`config.mk`:
```
export PLATFORM = sky130hd
export DESIGN_NAME = distinct_common_elements
export DESIGN_NICKNAME = d
export VERILOG_FILES = /design/src/rtl/dce_pkg.sv /design/src/rtl/dce_ctrl.sv /design/src/rtl/dce_datapath.sv /design/src/rtl/distinct_common_elements.sv
export SDC_FILE = /design/constraint.sdc
export NUM_CORES = 2
export LEC_CHECK = 0
export ABC_AREA = 1
export BUFFER_PORTS_ARGS = -buffer_cell sky130_fd_sc_hd__buf_2
export CAP_MARGIN = 25
export CORE_MARGIN = 2
export CORE_UTILIZATION = 51
export CTS_CLUSTER_DIAMETER = 80
export DETAILED_ROUTE_END_ITERATION = 16
export GPL_TIMING_DRIVEN = 0
export PLACE_DENSITY = 0.68
export SYNTH_ARGS = -nofsm -noshare
export SYNTH_HDL_FRONTEND = slang
export SYNTH_HIERARCHICAL = 1
export SYNTH_SLANG_ARGS = --single-unit
```
`constraint.sdc`:
```
create_clock -name i_clk -period 4.9 [get_ports i_clk]
set_input_delay 0.735 -clock i_clk [delete_from_list [all_inputs] [get_ports i_clk]]
set_output_delay 0.735 -clock i_clk [all_outputs]
set_load 0.1 [all_outputs]
```
`src/rtl/dce_pkg.sv`:
```
//------------------------------------------------------------------------------
// dce_pkg
// Shared types and codes for the distinct common elements block.
//------------------------------------------------------------------------------
package dce_pkg;

    localparam int DEPTH_DEFAULT = 32;
    localparam int DATA_W        = 32;
    localparam int REQ_W         = 2;
    localparam int MATCH_W       = 6;

    localparam logic [REQ_W-1:0] REQ_LOAD_A = 2'd0;
    localparam logic [REQ_W-1:0] REQ_LOAD_B = 2'd1;
    localparam logic [REQ_W-1:0] REQ_RUN    = 2'd2;

    localparam logic KIND_VALUE   = 1'b0;
    localparam logic KIND_SUMMARY = 1'b1;

    typedef enum logic [3:0] {
        S_IDLE,
        S_RD_X,
        S_LD_X,
        S_RD_B,
        S_CMP_B,
        S_RD_A,
        S_CMP_A,
        S_EMIT,
        S_NEXT,
        S_SUM
    } t_state;

    typedef struct packed {
        logic load_a;
        logic load_b;
        logic start;
        logic rd_x;
        logic latch_x;
        logic rd_b;
        logic clr_k;
        logic rd_a;
        logic inc_i;
        logic emit_val;
        logic emit_sum;
    } t_cmd;

    typedef struct packed {
        logic i_end;
        logic j_end;
        logic k_end;
        logic b_match;
        logic a_match;
        logic out_free;
    } t_status;

endpackage

```
`src/rtl/dce_ctrl.sv`:
```
//------------------------------------------------------------------------------
// dce_ctrl
// Sequencer: takes requests when idle and walks both stores during a run.
//------------------------------------------------------------------------------
module dce_ctrl
    import dce_pkg::*;
(
    input  logic             i_clk,
    input  logic             i_rst_n,
    input  logic             i_valid,
    input  logic [REQ_W-1:0] i_req_type,
    input  t_status          i_status,
    output t_cmd             o_cmd,
    output logic             o_stall
);

    t_state r_state;
    t_state n_state;
    logic   w_take;

    assign w_take = i_valid && (r_state == S_IDLE);

    always_ff @(posedge i_clk) begin
        if (!i_rst_n) begin
            r_state <= S_IDLE;
        end else begin
            r_state <= n_state;
        end
    end

    always_comb begin
        n_state = r_state;
        case (r_state)
            S_IDLE: begin
                if (w_take && i_req_type == REQ_RUN) n_state = S_RD_X;
            end
            S_RD_X: begin
                n_state = i_status.i_end ? S_SUM : S_LD_X;
            end
            S_LD_X: begin
                n_state = S_RD_B;
            end
            S_RD_B: begin
                n_state = i_status.j_end ? S_NEXT : S_CMP_B;
            end
            S_CMP_B: begin
                n_state = i_status.b_match ? S_RD_A : S_RD_B;
            end
            S_RD_A: begin
                n_state = i_status.k_end ? S_EMIT : S_CMP_A;
            end
            S_CMP_A: begin
                n_state = i_status.a_match ? S_NEXT : S_RD_A;
            end
            S_EMIT: begin
                if (i_status.out_free) n_state = S_NEXT;
            end
            S_NEXT: begin
                n_state = S_RD_X;
            end
            S_SUM: begin
                if (i_status.out_free) n_state = S_IDLE;
            end
            default: begin
                n_state = S_IDLE;
            end
        endcase
    end

    always_comb begin
        o_cmd   = '0;
        o_stall = (r_state != S_IDLE);
        case (r_state)
            S_IDLE: begin
                o_cmd.load_a = w_take && i_req_type == REQ_LOAD_A;
                o_cmd.load_b = w_take && i_req_type == REQ_LOAD_B;
                o_cmd.start  = w_take && i_req_type == REQ_RUN;
            end
            S_RD_X:  o_cmd.rd_x     = !i_status.i_end;
            S_LD_X:  o_cmd.latch_x  = 1'b1;
            S_RD_B:  o_cmd.rd_b     = !i_status.j_end;
            S_CMP_B: o_cmd.clr_k    = i_status.b_match;
            S_RD_A:  o_cmd.rd_a     = !i_status.k_end;
            S_CMP_A: o_cmd.rd_a     = 1'b0;
            S_EMIT:  o_cmd.emit_val = i_status.out_free;
            S_NEXT:  o_cmd.inc_i    = 1'b1;
            S_SUM:   o_cmd.emit_sum = i_status.out_free;
            default: o_cmd          = '0;
        endcase
    end

endmodule

```
`src/rtl/dce_datapath.sv`:
```
//------------------------------------------------------------------------------
// dce_datapath
// Both list stores, lengths, scan counters, comparators and the output register.
//------------------------------------------------------------------------------
module dce_datapath
    import dce_pkg::*;
#(
    parameter int LIST_DEPTH = DEPTH_DEFAULT
)
(
    input  logic                     i_clk,
    input  logic                     i_rst_n,
    input  logic signed [DATA_W-1:0] i_elem_value,
    input  t_cmd                     i_cmd,
    output t_status                  o_status,
    input  logic                     i_stall,
    output logic                     o_valid,
    output logic                     o_item_kind,
    output logic signed [DATA_W-1:0] o_common_value,
    output logic [MATCH_W-1:0]       o_match_count,
    output logic                     o_overflowed,
    output logic                     o_last_of_run
);

    localparam int LW = $clog2(LIST_DEPTH + 1);
    localparam int IW = (LIST_DEPTH > 1) ? $clog2(LIST_DEPTH) : 1;
    localparam logic [LW-1:0] FULL = LW'(LIST_DEPTH);

    logic [DATA_W-1:0] mem_a [LIST_DEPTH];
    logic [DATA_W-1:0] mem_b [LIST_DEPTH];

    logic [LW-1:0]      r_len_a;
    logic [LW-1:0]      r_len_b;
    logic               r_ovf;
    logic [LW-1:0]      r_i;
    logic [LW-1:0]      r_j;
    logic [LW-1:0]      r_k;
    logic [MATCH_W-1:0] r_count;
    logic [DATA_W-1:0]  r_x;
    logic [DATA_W-1:0]  r_a_rdata;
    logic [DATA_W-1:0]  r_b_rdata;
    logic [IW-1:0]      w_a_addr;

    assign w_a_addr = i_cmd.rd_x ? r_i[IW-1:0] : r_k[IW-1:0];

    // stores
    always_ff @(posedge i_clk) begin
        if (i_cmd.load_a && r_len_a != FULL) mem_a[r_len_a[IW-1:0]] <= i_elem_value;
        if (i_cmd.rd_x || i_cmd.rd_a) r_a_rdata <= mem_a[w_a_addr];
    end

    always_ff @(posedge i_clk) begin
        if (i_cmd.load_b && r_len_b != FULL) mem_b[r_len_b[IW-1:0]] <= i_elem_value;
        if (i_cmd.rd_b) r_b_rdata <= mem_b[r_j[IW-1:0]];
    end

    always_ff @(posedge i_clk) begin
        if (!i_rst_n) begin
            r_len_a <= '0;
            r_len_b <= '0;
            r_ovf   <= 1'b0;
            r_i     <= '0;
            r_j     <= '0;
            r_k     <= '0;
            r_count <= '0;
        end else begin
            if (i_cmd.load_a) begin
                if (r_len_a != FULL) r_len_a <= r_len_a + 1'b1;
                else                 r_ovf   <= 1'b1;
            end
            if (i_cmd.load_b) begin
                if (r_len_b != FULL) r_len_b <= r_len_b + 1'b1;
                else                 r_ovf   <= 1'b1;
            end
            if (i_cmd.start) begin
                r_i     <= '0;
                r_count <= '0;
            end
            if (i_cmd.inc_i)    r_i     <= r_i + 1'b1;
            if (i_cmd.latch_x)  r_j     <= '0;
            if (i_cmd.rd_b)     r_j     <= r_j + 1'b1;
            if (i_cmd.clr_k)    r_k     <= '0;
            if (i_cmd.rd_a)     r_k     <= r_k + 1'b1;
            if (i_cmd.emit_val) r_count <= r_count + 1'b1;
            if (i_cmd.emit_sum) begin
                r_len_a <= '0;
                r_len_b <= '0;
                r_ovf   <= 1'b0;
            end
        end
    end

    always_ff @(posedge i_clk) begin
        if (i_cmd.latch_x) r_x <= r_a_rdata;
    end

    // output register
    always_ff @(posedge i_clk) begin
        if (!i_rst_n) begin
            o_valid <= 1'b0;
        end else if (i_cmd.emit_val || i_cmd.emit_sum) begin
            o_valid <= 1'b1;
        end else if (!i_stall) begin
            o_valid <= 1'b0;
        end
    end

    always_ff @(posedge i_clk) begin
        if (i_cmd.emit_val) begin
            o_item_kind    <= KIND_VALUE;
            o_common_value <= r_x;
            o_match_count  <= '0;
            o_overflowed   <= 1'b0;
            o_last_of_run  <= 1'b0;
        end else if (i_cmd.emit_sum) begin
            o_item_kind    <= KIND_SUMMARY;
            o_common_value <= '0;
            o_match_count  <= r_count;
            o_overflowed   <= r_ovf;
            o_last_of_run  <= 1'b1;
        end
    end

    assign o_status.i_end    = (r_i == r_len_a);
    assign o_status.j_end    = (r_j == r_len_b);
    assign o_status.k_end    = (r_k == r_i);
    assign o_status.b_match  = (r_b_rdata == r_x);
    assign o_status.a_match  = (r_a_rdata == r_x);
    assign o_status.out_free = !o_valid || !i_stall;

endmodule

```
`src/rtl/distinct_common_elements.sv`:
```
//------------------------------------------------------------------------------
// distinct_common_elements
// Distinct values of the first list that also occur in the second list.
//------------------------------------------------------------------------------
// Request channel (i_valid / o_stall): req_type 0 appends elem_value to the
// first list, 1 to the second list, 2 starts a run; code 3 is taken and
// ignored. Appends may follow back to back. An append to a full list is
// dropped and raises the overflow flag. A run holds o_stall high while it
// walks the stores through one read port per store. For each first-list
// element i it scans the second list and, on a match, the earlier first-list
// entries to skip repeats.
// Result channel (o_valid / i_stall): one value item per distinct common
// value in first-list order, then a summary item with the count and
// overflow flag and last_of_run set. The run then empties both lists.
// Results sit in an output register; a stalled receiver holds the item and
// pauses the walk, while appends are still taken once the run is done.
// Reset (synchronous, active low) empties both lists, clears the flag and
// drops any pending result; store contents are not cleared.
//------------------------------------------------------------------------------
module distinct_common_elements
    import dce_pkg::*;
#(
    parameter int LIST_DEPTH = DEPTH_DEFAULT
)
(
    input  logic                     i_clk,
    input  logic                     i_rst_n,
    input  logic                     i_valid,
    output logic                     o_stall,
    input  logic [REQ_W-1:0]         i_req_type,
    input  logic signed [DATA_W-1:0] i_elem_value,
    output logic                     o_valid,
    input  logic                     i_stall,
    output logic                     o_item_kind,
    output logic signed [DATA_W-1:0] o_common_value,
    output logic [MATCH_W-1:0]       o_match_count,
    output logic                     o_overflowed,
    output logic                     o_last_of_run
);

    t_cmd    w_cmd;
    t_status w_status;

    dce_ctrl u_ctrl (
        .i_clk      (i_clk),
        .i_rst_n    (i_rst_n),
        .i_valid    (i_valid),
        .i_req_type (i_req_type),
        .i_status   (w_status),
        .o_cmd      (w_cmd),
        .o_stall    (o_stall)
    );

    dce_datapath #(
        .LIST_DEPTH (LIST_DEPTH)
    ) u_datapath (
        .i_clk          (i_clk),
        .i_rst_n        (i_rst_n),
        .i_elem_value   (i_elem_value),
        .i_cmd          (w_cmd),
        .o_status       (w_status),
        .i_stall        (i_stall),
        .o_valid        (o_valid),
        .o_item_kind    (o_item_kind),
        .o_common_value (o_common_value),
        .o_match_count  (o_match_count),
        .o_overflowed   (o_overflowed),
        .o_last_of_run  (o_last_of_run)
    );

    a_run_stalls: assert property (@(posedge i_clk) disable iff (!i_rst_n)
        (i_valid && !o_stall && i_req_type == REQ_RUN) |=> o_stall)
        else $error("run request did not stall the request channel");

    a_value_item_clean: assert property (@(posedge i_clk) disable iff (!i_rst_n)
        (o_valid && o_item_kind == KIND_VALUE) |->
            (!o_last_of_run && !o_overflowed && o_match_count == '0))
        else $error("value item carries summary fields");

    a_summary_bound: assert property (@(posedge i_clk) disable iff (!i_rst_n)
        (o_valid && o_item_kind == KIND_SUMMARY) |->
            (o_last_of_run && o_common_value == '0
             && o_match_count <= MATCH_W'(LIST_DEPTH)))
        else $error("summary item malformed");

endmodule

```
==> run metrics <==
CTS root buf=clkbuf_16; DRT iter0 DRCs=10.3k; worst skew pair latency=0.91 ns; Vias=67.4k; CP required=5.49 ns; CP max stage delay=0.52 ns; Reg2Reg Depth=16; largest family of logic cells by synthesized area=simple AND/OR/NAND/NOR gates; P_int=0.0312 W; Post-route DRC=0; startpoint types=register; cts repair resizes=0; first-pass GRT wire length=434000 um; max-cap violation count=0; layout cells sized above 1=8.90%; Finished Cell Area=0.107 mm2; Gate Count Post-Synth=8445; Post-Synth Simple-Gate Area=19.4%; number of buffers created by CTS=222; syn_nets=8495; gr ovfl total=0; Synth Area in Adders=0.160%; Seq/Total Area, Yosys=70.7%; initial antenna violation count=22; Ys Warns=6; top fanout value on the critical path=10; Detailed Place HPWL=211000 um; area post-placement=0.0999 mm2; Area Overhead vs Synth=14.5%; Clk pwr share=44.2%; I/O Buffers=80; Pins Over Slew Limit=0; Reg power frac=53.1%; status=completed; Compound-Gate Fraction of Synth Area=2.82%; boundary pin count=81; total detailed-routing wirelength=308000 um; combinational fraction of design power=2.7%; CTS clk-pin slew, worst paths=0.07 ns; TNS Setup=0 ns; xor/xnor share of the synthesized area=0.588%; largest net degree at the start of global routing=65; crit path capture type=register; FP Rows=157; Wirelength per Cell=26.7 um; Post-CTS Setup Bufs=0; crit-path leading delay family=simple AND/OR/NAND/NOR gates; Min-Delay Path Class=input port to register; Post-Synthesis Cell Area=0.0938 mm2; vias in the first global route=63.1k; CTS tree=built; FF+latch count, synth=2226; RSZ-0062 raised after global routing=no; count of unique library cells instantiated by Yosys=39; Worst slew margin=26.2%; final cell count without fillers=11.5k; post-route antenna net violation count=0; Switch Pwr=0.00823 W; Peak VDD IR=0.343 mV; final period utilization=98.9%; die area=0.187 mm2; Sink Count=2226; Lkg Pwr=41.4 nW; Crit. path cell count=16; power per cell area=367 mW/mm2; Hold Path Depth=3; commonest non-fill, non-tap cell in the layout=edfxtp_1; WP data arrival=5.44 ns; Slew @ Worst Pin=1.11 ns; Worst path slowest cell=clkbuf_4; chip height=433 um; placed cells=11.1k; overall routing resource usage=32.5%; post-synthesis mux area share=0%; Tmin final=4.85 ns; Post-synth EDFFs=2176; Bufs and invs on worst path=6; ys flop type=edfxtp_1; skew final=0.0497 ns; Initial Util=51.3%; commonest non-fill, non-tap cells in the layout=2176 x edfxtp_1, 2121 x nand2_1, 1543 x nand3_1; CP dominant cell by count=nand2_1; Storage cell area=0.0663 mm2; Syn Area/Cell=11.1 um2; Highest Clock Rate=206 MHz; WHS=0.155 ns; Synth async-reset ratio=0%; switching share of power=20.8%; multi-input combinational cell area=0.0219 mm2; Die W=433 um; router iterations before antenna repair=7; Crit Path Category=register to register; final hold vios=0; hold buffer count at cts=0; clock tree buffer depth=3; core area=0.183 mm2; gpl congestion=1.02; Via density=5.86; crit-path cells=clkbuf_1 -> inv_1 -> nand2_1 -> nand4_1 -> nor4_1 -> or2_1 -> inv_1 -> buf_4 -> o21ai_1 -> clkbuf_4 -> clkbuf_1 -> nand3_1 -> nand3_1 -> nand2_1 -> nand2_1 -> nand2_1; Fillers=14.7k; CTS H-tree depth=4; Final Net Count=8900; final setup vio count=0
==> power groups by stage <==
| stage | logic, W | registers (W) | clock network [W] |
|---|---|---|---|
| after global placement | 0.000931 | 0.0214 | 0 |
| after global routing | 0.00110 | 0.0210 | 0.0183 |
| after CTS | 0.00105 | 0.0210 | 0.0175 |
| after detailed placement | 0.00104 | 0.0214 | 0 |
| final | 0.00108 | 0.0210 | 0.0174 |
| after floorplan | 0.000260 | 0.0214 | 0 |
==> synth_stat cells (all sizes together) (3+ instances only) <==
cell type	n	area share, %
clkbuf	223	0.89
a311oi	4	0.037
edfxtp	2176	70
or2	5	0.033
dfxtp	50	1.1
nand4	13	0.087
nor2	325	1.3
o2111ai	3	0.028
nor4	6	0.040
nand2	2129	8.5
a22oi	4	0.032
xnor2	40	0.37
xor2	23	0.21
nand3	1543	8.2
o21ai	122	0.65
o31ai	97	0.78
a21oi	225	1.2
ha	12	0.16
nor3	17	0.096
buf	265	1.4
inv	1022	4.1
a211oi	4	0.032
nand3b	128	1.0
==> stage by stage <==
stage	util, %	setup slack (ns)	power, W
floorplan	-	1.04	0.0217
global placement	53.2	-2.13	0.0223
detailed placement	54.6	0.0960	0.0224
CTS	58.7	0.0636	0.0396
global route	58.7	0.0323	0.0404
finish	58.7	0.0540	0.0395
==> worst register-to-register path: stages (launching register included) <==
cell      delay [ns]
dfxtp_1         0.30
clkbuf_1        0.32
inv_1           0.24
nand2_1         0.10
nand4_1         0.07
nor4_1          0.38
or2_1           0.20
inv_1           0.09
buf_4           0.18
o21ai_1         0.47
clkbuf_4        0.52
clkbuf_1        0.49
nand3_1         0.14
nand3_1         0.22
nand2_1         0.29
nand2_1         0.35
nand2_1         0.19
==> per-layer routing <==
| metal | track usage, % | part of all wire (%) | vias to the layer above |
|---|---|---|---|
| met4 | 19.0 | 6.4 | 4 |
| met5 | 0 | 0.0049 | - |
| met2 | 51.0 | 46 | 4484 |
| met3 | 6.49 | 12 | 811 |
| li1 | - | - | 29500 |
| met1 | 42.2 | 36 | 32600 |
==> flip-flops by register name (all words and copies together), names as in the netlist, 4 cells and up <==
name,count
u_ctrl/r_state,4
u_datapath/mem_a,1024
u_datapath/mem_b,1024
u_datapath/o_common_value,32
u_datapath/o_match_count,6
u_datapath/r_a_rdata,32
u_datapath/r_b_rdata,32
u_datapath/r_count,6
u_datapath/r_i,6
u_datapath/r_j,6
u_datapath/r_k,6
u_datapath/r_len_a,6
u_datapath/r_len_b,6
u_datapath/r_x,32
==> kinds of logic (layout without fill, tap and decap cells) <==
group                      count (synthesis)  count (layout)
buffers and inverters                   1512            2110
DFF                                     2226            2226
and+or+nand+nor                         4166            4166
AOI/OAI and AO/OA                        466             466
other                                      0               9
adders and majority gates                 12              12
xor gates and xnor gates                  63              63
==> path summary, 6_finish.rpt <==
path,startpoint,to,slack [ns]
max reg2reg,u_datapath/r_len_a[2],u_datapath/r_a_rdata[15],0.05
min reg2reg,u_datapath/r_ovf,u_datapath/o_overflowed,0.45
min,i_rst_n,u_ctrl/r_state[1],0.15
max,u_datapath/r_len_a[2],u_datapath/r_a_rdata[15],0.05
==> cell type report <==
| cell class | count | share of cell area, % |
|---|---|---|
| flip-flops and latches | 2226 | 61.8 |
| repair buffers | 181 | 2.45 |
| diodes | 9 | 0.0210 |
| clock inverters | 138 | 1.42 |
| multi-input cells | 4707 | 20.4 |
| inverters | 1024 | 3.58 |
| well taps | 2464 | 2.87 |
| clock buffers | 279 | 5.51 |
| plain buffers | 488 | 1.98 |
Note: power is estimated with default switching activity, not from simulation.
